## config.mk

```make
export PLATFORM = sky130hd
export DESIGN_NAME = rssd_ctrl
export DESIGN_NICKNAME = d
export VERILOG_FILES = /design/src/rtl/rssd_pkg.sv /design/src/rtl/rssd_ctrl.sv
export VERILOG_INCLUDE_DIRS = /design/src /design/src/rtl
export SDC_FILE = /design/constraint.sdc
export NUM_CORES = 1
export LEC_CHECK = 0
export BUFFER_PORTS_ARGS = -buffer_cell sky130_fd_sc_hd__buf_2
export CORE_UTILIZATION = 52
export CTS_BUF_LIST = sky130_fd_sc_hd__clkbuf_4
export CTS_CLUSTER_DIAMETER = 40
export CTS_CLUSTER_SIZE = 8
export DETAILED_ROUTE_END_ITERATION = 8
export PLACE_DENSITY = 0.85
export REMOVE_ABC_BUFFERS = 1
export SYNTH_ARGS = -nofsm -noshare
export SYNTH_HDL_FRONTEND = slang
export SYNTH_SLANG_ARGS = --single-unit
export TNS_END_PERCENT = 20
```

## constraint.sdc

```tcl
create_clock -name clk_i -period 3 [get_ports clk_i]
set_clock_uncertainty 0.2 [all_clocks]
set_input_delay 0.75 -clock clk_i [delete_from_list [all_inputs] [get_ports clk_i]]
set_output_delay 0.75 -clock clk_i [all_outputs]
set_load 0.005 [all_outputs]
```

## src/rtl/assert_macros.svh

```systemverilog
`ifndef ASSERT_MACROS_SVH
`define ASSERT_MACROS_SVH

// Overlapping implication checked on every rising edge outside reset.
`define RSSD_ASSERT_IMP(lbl, clk, rstn, ante, cons) \
  lbl: assert property (@(posedge clk) disable iff (!(rstn)) (ante) |-> (cons)) \
    else $error("assertion failed");

// Next-cycle implication checked on every rising edge outside reset.
`define RSSD_ASSERT_NXT(lbl, clk, rstn, ante, cons) \
  lbl: assert property (@(posedge clk) disable iff (!(rstn)) (ante) |=> (cons)) \
    else $error("assertion failed");

`endif

```

## src/rtl/rssd_pkg.sv

```systemverilog
`timescale 1ns / 1ps
package rssd_pkg;

  localparam int unsigned SampleBits = 16;
  localparam int unsigned MeanBits   = SampleBits + 32;
  localparam int unsigned GroupBits  = 4;
  localparam int unsigned CountBits  = 32;
  localparam int unsigned SumBits    = 64;
  localparam int unsigned WideBits   = 64;
  localparam int unsigned StdBits    = 32;

  localparam logic MODE_UPDATE   = 1'b0;
  localparam logic MODE_FINALIZE = 1'b1;

  typedef struct packed {
    logic                         mode;
    logic [GroupBits-1:0]         group;
    logic signed [SampleBits-1:0] sample;
    logic                         sample_null;
  } in_item_t;

  typedef struct packed {
    logic [GroupBits-1:0] group_out;
    logic [StdBits-1:0]   std_dev;
    logic                 result_null;
  } out_item_t;

  typedef struct packed {
    logic       capture;
    logic       div_init;
    logic       div_step;
    logic       mean_calc;
    logic       mul_step;
    logic [2:0] mul_idx;
    logic       write_back;
    logic       sqrt_init;
    logic       sqrt_step;
    logic       out_load;
  } cmd_t;

  typedef struct packed {
    logic is_update;
    logic skip;
    logic short_fin;
    logic out_busy;
  } status_t;

endpackage

```

## src/rtl/rssd_ctrl.sv

```systemverilog
`timescale 1ns / 1ps
`include "assert_macros.svh"
module rssd_ctrl
  import rssd_pkg::*;
(
  input  logic    clk_i,
  input  logic    rst_ni,
  input  logic    in_valid_i,
  output logic    in_ready_o,
  input  status_t status_i,
  output cmd_t    cmd_o
);

  typedef enum logic [8:0] {
    ST_IDLE  = 9'b000000001,
    ST_PREP  = 9'b000000010,
    ST_DIV   = 9'b000000100,
    ST_MEAN  = 9'b000001000,
    ST_MUL   = 9'b000010000,
    ST_SUM   = 9'b000100000,
    ST_ROOTI = 9'b001000000,
    ST_ROOT  = 9'b010000000,
    ST_FOUT  = 9'b100000000
  } state_e;

  state_e     state_q, state_d;
  logic [5:0] cnt_q, cnt_d;

  always_comb begin
    state_d    = state_q;
    cnt_d      = cnt_q;
    cmd_o      = '0;
    in_ready_o = 1'b0;
    unique case (state_q)
      ST_IDLE: begin
        in_ready_o = 1'b1;
        if (in_valid_i) begin
          cmd_o.capture = 1'b1;
          state_d       = ST_PREP;
        end
      end
      ST_PREP: begin
        cnt_d = '0;
        if (status_i.skip) begin
          state_d = ST_IDLE;
        end else if (status_i.short_fin) begin
          state_d = ST_FOUT;
        end else begin
          cmd_o.div_init = 1'b1;
          state_d        = ST_DIV;
        end
      end
      ST_DIV: begin
        cmd_o.div_step = 1'b1;
        cnt_d          = cnt_q + 6'd1;
        if (&cnt_q) begin
          state_d = status_i.is_update ? ST_MEAN : ST_ROOTI;
        end
      end
      ST_MEAN: begin
        cmd_o.mean_calc = 1'b1;
        cnt_d           = '0;
        state_d         = ST_MUL;
      end
      ST_MUL: begin
        cmd_o.mul_step = 1'b1;
        cmd_o.mul_idx  = cnt_q[2:0];
        cnt_d          = cnt_q + 6'd1;
        if (cnt_q[2:0] == 3'd4) begin
          state_d = ST_SUM;
        end
      end
      ST_SUM: begin
        cmd_o.write_back = 1'b1;
        state_d          = ST_IDLE;
      end
      ST_ROOTI: begin
        cmd_o.sqrt_init = 1'b1;
        cnt_d           = '0;
        state_d         = ST_ROOT;
      end
      ST_ROOT: begin
        cmd_o.sqrt_step = 1'b1;
        cnt_d           = cnt_q + 6'd1;
        if (cnt_q == 6'd31) begin
          state_d = ST_FOUT;
        end
      end
      ST_FOUT: begin
        if (!status_i.out_busy) begin
          cmd_o.out_load = 1'b1;
          state_d        = ST_IDLE;
        end
      end
      default: state_d = ST_IDLE;
    endcase
  end

  always_ff @(posedge clk_i or negedge rst_ni) begin
    if (!rst_ni) begin
      state_q <= ST_IDLE;
      cnt_q   <= '0;
    end else begin
      state_q <= state_d;
      cnt_q   <= cnt_d;
    end
  end

  `RSSD_ASSERT_NXT(a_accept_prep, clk_i, rst_ni, in_valid_i && in_ready_o, state_q == ST_PREP)
  `RSSD_ASSERT_IMP(a_load_free, clk_i, rst_ni, cmd_o.out_load, !status_i.out_busy)
  `RSSD_ASSERT_IMP(a_mul_range, clk_i, rst_ni, state_q == ST_MUL, cnt_q <= 6'd4)

endmodule

```

==> impl_metrics.csv <==
group,metric,value,unit
global_route,grt_start_max_net_pins,16,
drt,dr_total_vias,795,
setup_path,arrival,1890,ps
clocking,cts_hold_repair.buffers,0,
global_route,first_global_vias,681,
floorplanning,rows,15,
clocking,cts_tree,"built",
logic_synthesis,synth-seq-cells,15,
power,p_per_area,588,nW/µm²
sta,period_minus_slack,2840,ps
drt,drc_errors,0,
sta,max_slew_margin,0.676,
setup_path,critical_path_required,2050,ps
logic_synthesis,synth.top_cells.by_count,"dfrtp_1, nor2_1, inv_1, nand2_1, o21ai_1",
global_route,top_usage_layer,"met2",
flow_run,max_cap_violations,0,
logic_synthesis,synth_edf_count,0,
finish,nNetsFinal,132,
logic_synthesis,postSynth.asyncResetShare,1.00,
logic_synthesis,synth_flop_cell,"dfrtp_1",
power,p_leak,0.580,nW
sta,slew_violations,0,
sta,setup_tns,0,ps
place,gp_congestion,0.772,
global_route,grt_overflow,0,
clocking,clk_pin_slew,80,ps
sta,final_hold_viol_count,0,
setup_path,startpoint_type,"register",
setup_path,worstSetupPathType,"reg2out",
clocking,cts_buffers,3,
sta,tightest_slew,482,ps
clocking,htreeDepth,1,
drt,drt-pass1-iter-count,4,
logic_synthesis,synthCells,99,
finish,drive_gt1_frac,0.320,
drt,viasPerCell,5.41,
clocking,cts_max_path_buffers,2,
logic_synthesis,yosysMostFrequentCell,"dfrtp_1",
finish,antenna_cells,0,
drt,wl_per_cell,13.1,µm
sta,setup_viol,0,
floorplanning,die-area,2030,µm²
sta,rsz0062_at_grt,"no",
setup_path,regToRegStartpoint,"state_q[4]",
logic_synthesis,ys_seq_area_frac,0.391,
logic_synthesis,synth_area_leader_cell,"dfrtp_1",
setup_path,critPathLaunch,"state_q[8]",
finish,synthToLayoutAreaGrowth,16.2,%
clocking,post_cts_resized,0,
clocking,post_cts_buffers,0,
place,port_buffers,19,
global_route,grt_use_met1,0.297,
logic_synthesis,ys_types,36,
floorplanning,die_h,45.0,µm
drt,ant_nets,0,
clocking,numClockSinks,15,
worst_hold_path,hold_path.class,"in2async",
drt,drt_iter0_drc,8,
clocking,clk_latency,280,ps
clocking,cts_root_buf,"clkbuf_4",
logic_synthesis,synth_top_area_share,0.364,
floorplanning,core_area,1730,µm²
logic_synthesis,syn_area,963,µm²
drt,wirelength,1930,µm
floorplanning,io_pins,20,
logic_synthesis,ys_warn_count,0,
place,hpwlAfterDp,1540,µm
global_route,gr-usage-met3,0.0360,
logic_synthesis,synth_area_leaders,"dfrtp_1, nand4_4, nor2_1, nor3_4, inv_1",
global_route,met2_usage,0.330,
global_route,grt.total_usage,0.214,
status,outcome,"finished, final reports clean",
power,peakVddDrop,0.312,mV
global_route,grt_pass1_wl,3070,µm
sta,finalCritPeriodShare,0.946,
sta,max_freq,0.353,GHz
setup_path,cp-end-kind,"output port",
floorplanning,fp.dieW,45.0,µm
finish,fill_cells,155,
logic_synthesis,synth_area_per_cell,9.73,µm²
sta,holdWs,153,ps
global_route,antenna_found_initial,0,
setup_path,worst-path-max-fanout,8,
floorplanning,start_util,0.558,
## worst paths after layout
check / to / slack, ps / cells past startpoint
max in group asynchronous: state_q[0] / 2160 / 1
max: cmd_o[10] / 160 / 4
min in group clk_i: cnt_q[3] / 340 / 1
min reg2reg: cnt_q[3] / 340 / 1
max reg2reg: state_q[8] / 870 / 5
min: state_q[1] / 150 / 1
## registers in the layout, summed over array words and instances, names as in the netlist
register	count
cnt_q	6
state_q	9
## critical path: stages, from the launching register on
cell and delay (ps):
dfrtp_1 430, nor3_4 470, nand4_1 270, nor3_1 280, buf_2 170
## layer usage
layer | up-vias | part of all wire
li1 | 403 | -
met2 | 11 | 0.49
met5 | - | 0
met3 | 5 | 0.016
met4 | 0 | 0.015
met1 | 376 | 0.48
## cell usage in the layout, fill, tap and decap left out, types with 2 or more instances in the layout
| master | count |
|---|---|
| inv_2 | 2 |
| and2_1 | 3 |
| nand2_1 | 7 |
| a21oi_1 | 3 |
| nor2_1 | 13 |
| nand3_1 | 3 |
| ha_1 | 2 |
| o21ai_1 | 4 |
| clkbuf_4 | 4 |
| inv_1 | 8 |
| a22o_1 | 2 |
| nand4_1 | 3 |
| nand4_4 | 3 |
| dfrtp_1 | 14 |
| nor4b_1 | 3 |
| xor2_1 | 2 |
| nor3_1 | 3 |
| buf_2 | 19 |
| o21bai_1 | 3 |
| nor3_4 | 2 |
| a31oi_1 | 2 |
## cells by family (layout without fill, tap and decap cells)
logic type | after synthesis | count (layout) | share of synthesized area
buffers and inverters | 10 | 33 | 0.0390
AND/OR/NAND/NOR | 49 | 49 | 0.369
flip-flops | 15 | 15 | 0.391
adder cells (fa/ha/maj) | 2 | 2 | 0.0260
XOR/XNOR | 3 | 3 | 0.0273
AO/OA/AOI/OAI | 19 | 19 | 0.136
multiplexers | 1 | 1 | 0.0117
## report_power, final
group | switching, W | internal [W] | total (W)
Clock | 0.0000588 | 0.0000607 | 0.000119
Sequential | 0.0000405 | 0.000234 | 0.000275
Combinational | 0.000164 | 0.0000994 | 0.000264
## area by class of cell
class | count | area, µm² | share of cell area
Multi-Input combinational cell | 74 | 549 | 0.491
Sequential cell | 15 | 377 | 0.336
Timing Repair Buffer | 19 | 95.1 | 0.0849
Inverter | 10 | 37.5 | 0.0335
Tap cell | 25 | 31.3 | 0.0279
Clock buffer | 4 | 30.0 | 0.0268
## per-stage QoR
stage               total power (W)  instance area [µm²]  std cells  utilization  setup slack, ps
floorplan                  0.000472                  963         99            -              763
global placement           0.000532                 1090        143        0.631              555
detailed placement         0.000542                 1090        143        0.631              496
CTS                        0.000663                 1120        147        0.649              168
global route               0.000713                 1120        147        0.649             34.9
finish                     0.000658                 1120        147        0.649              163
Power figures use the tool's default switching activity.
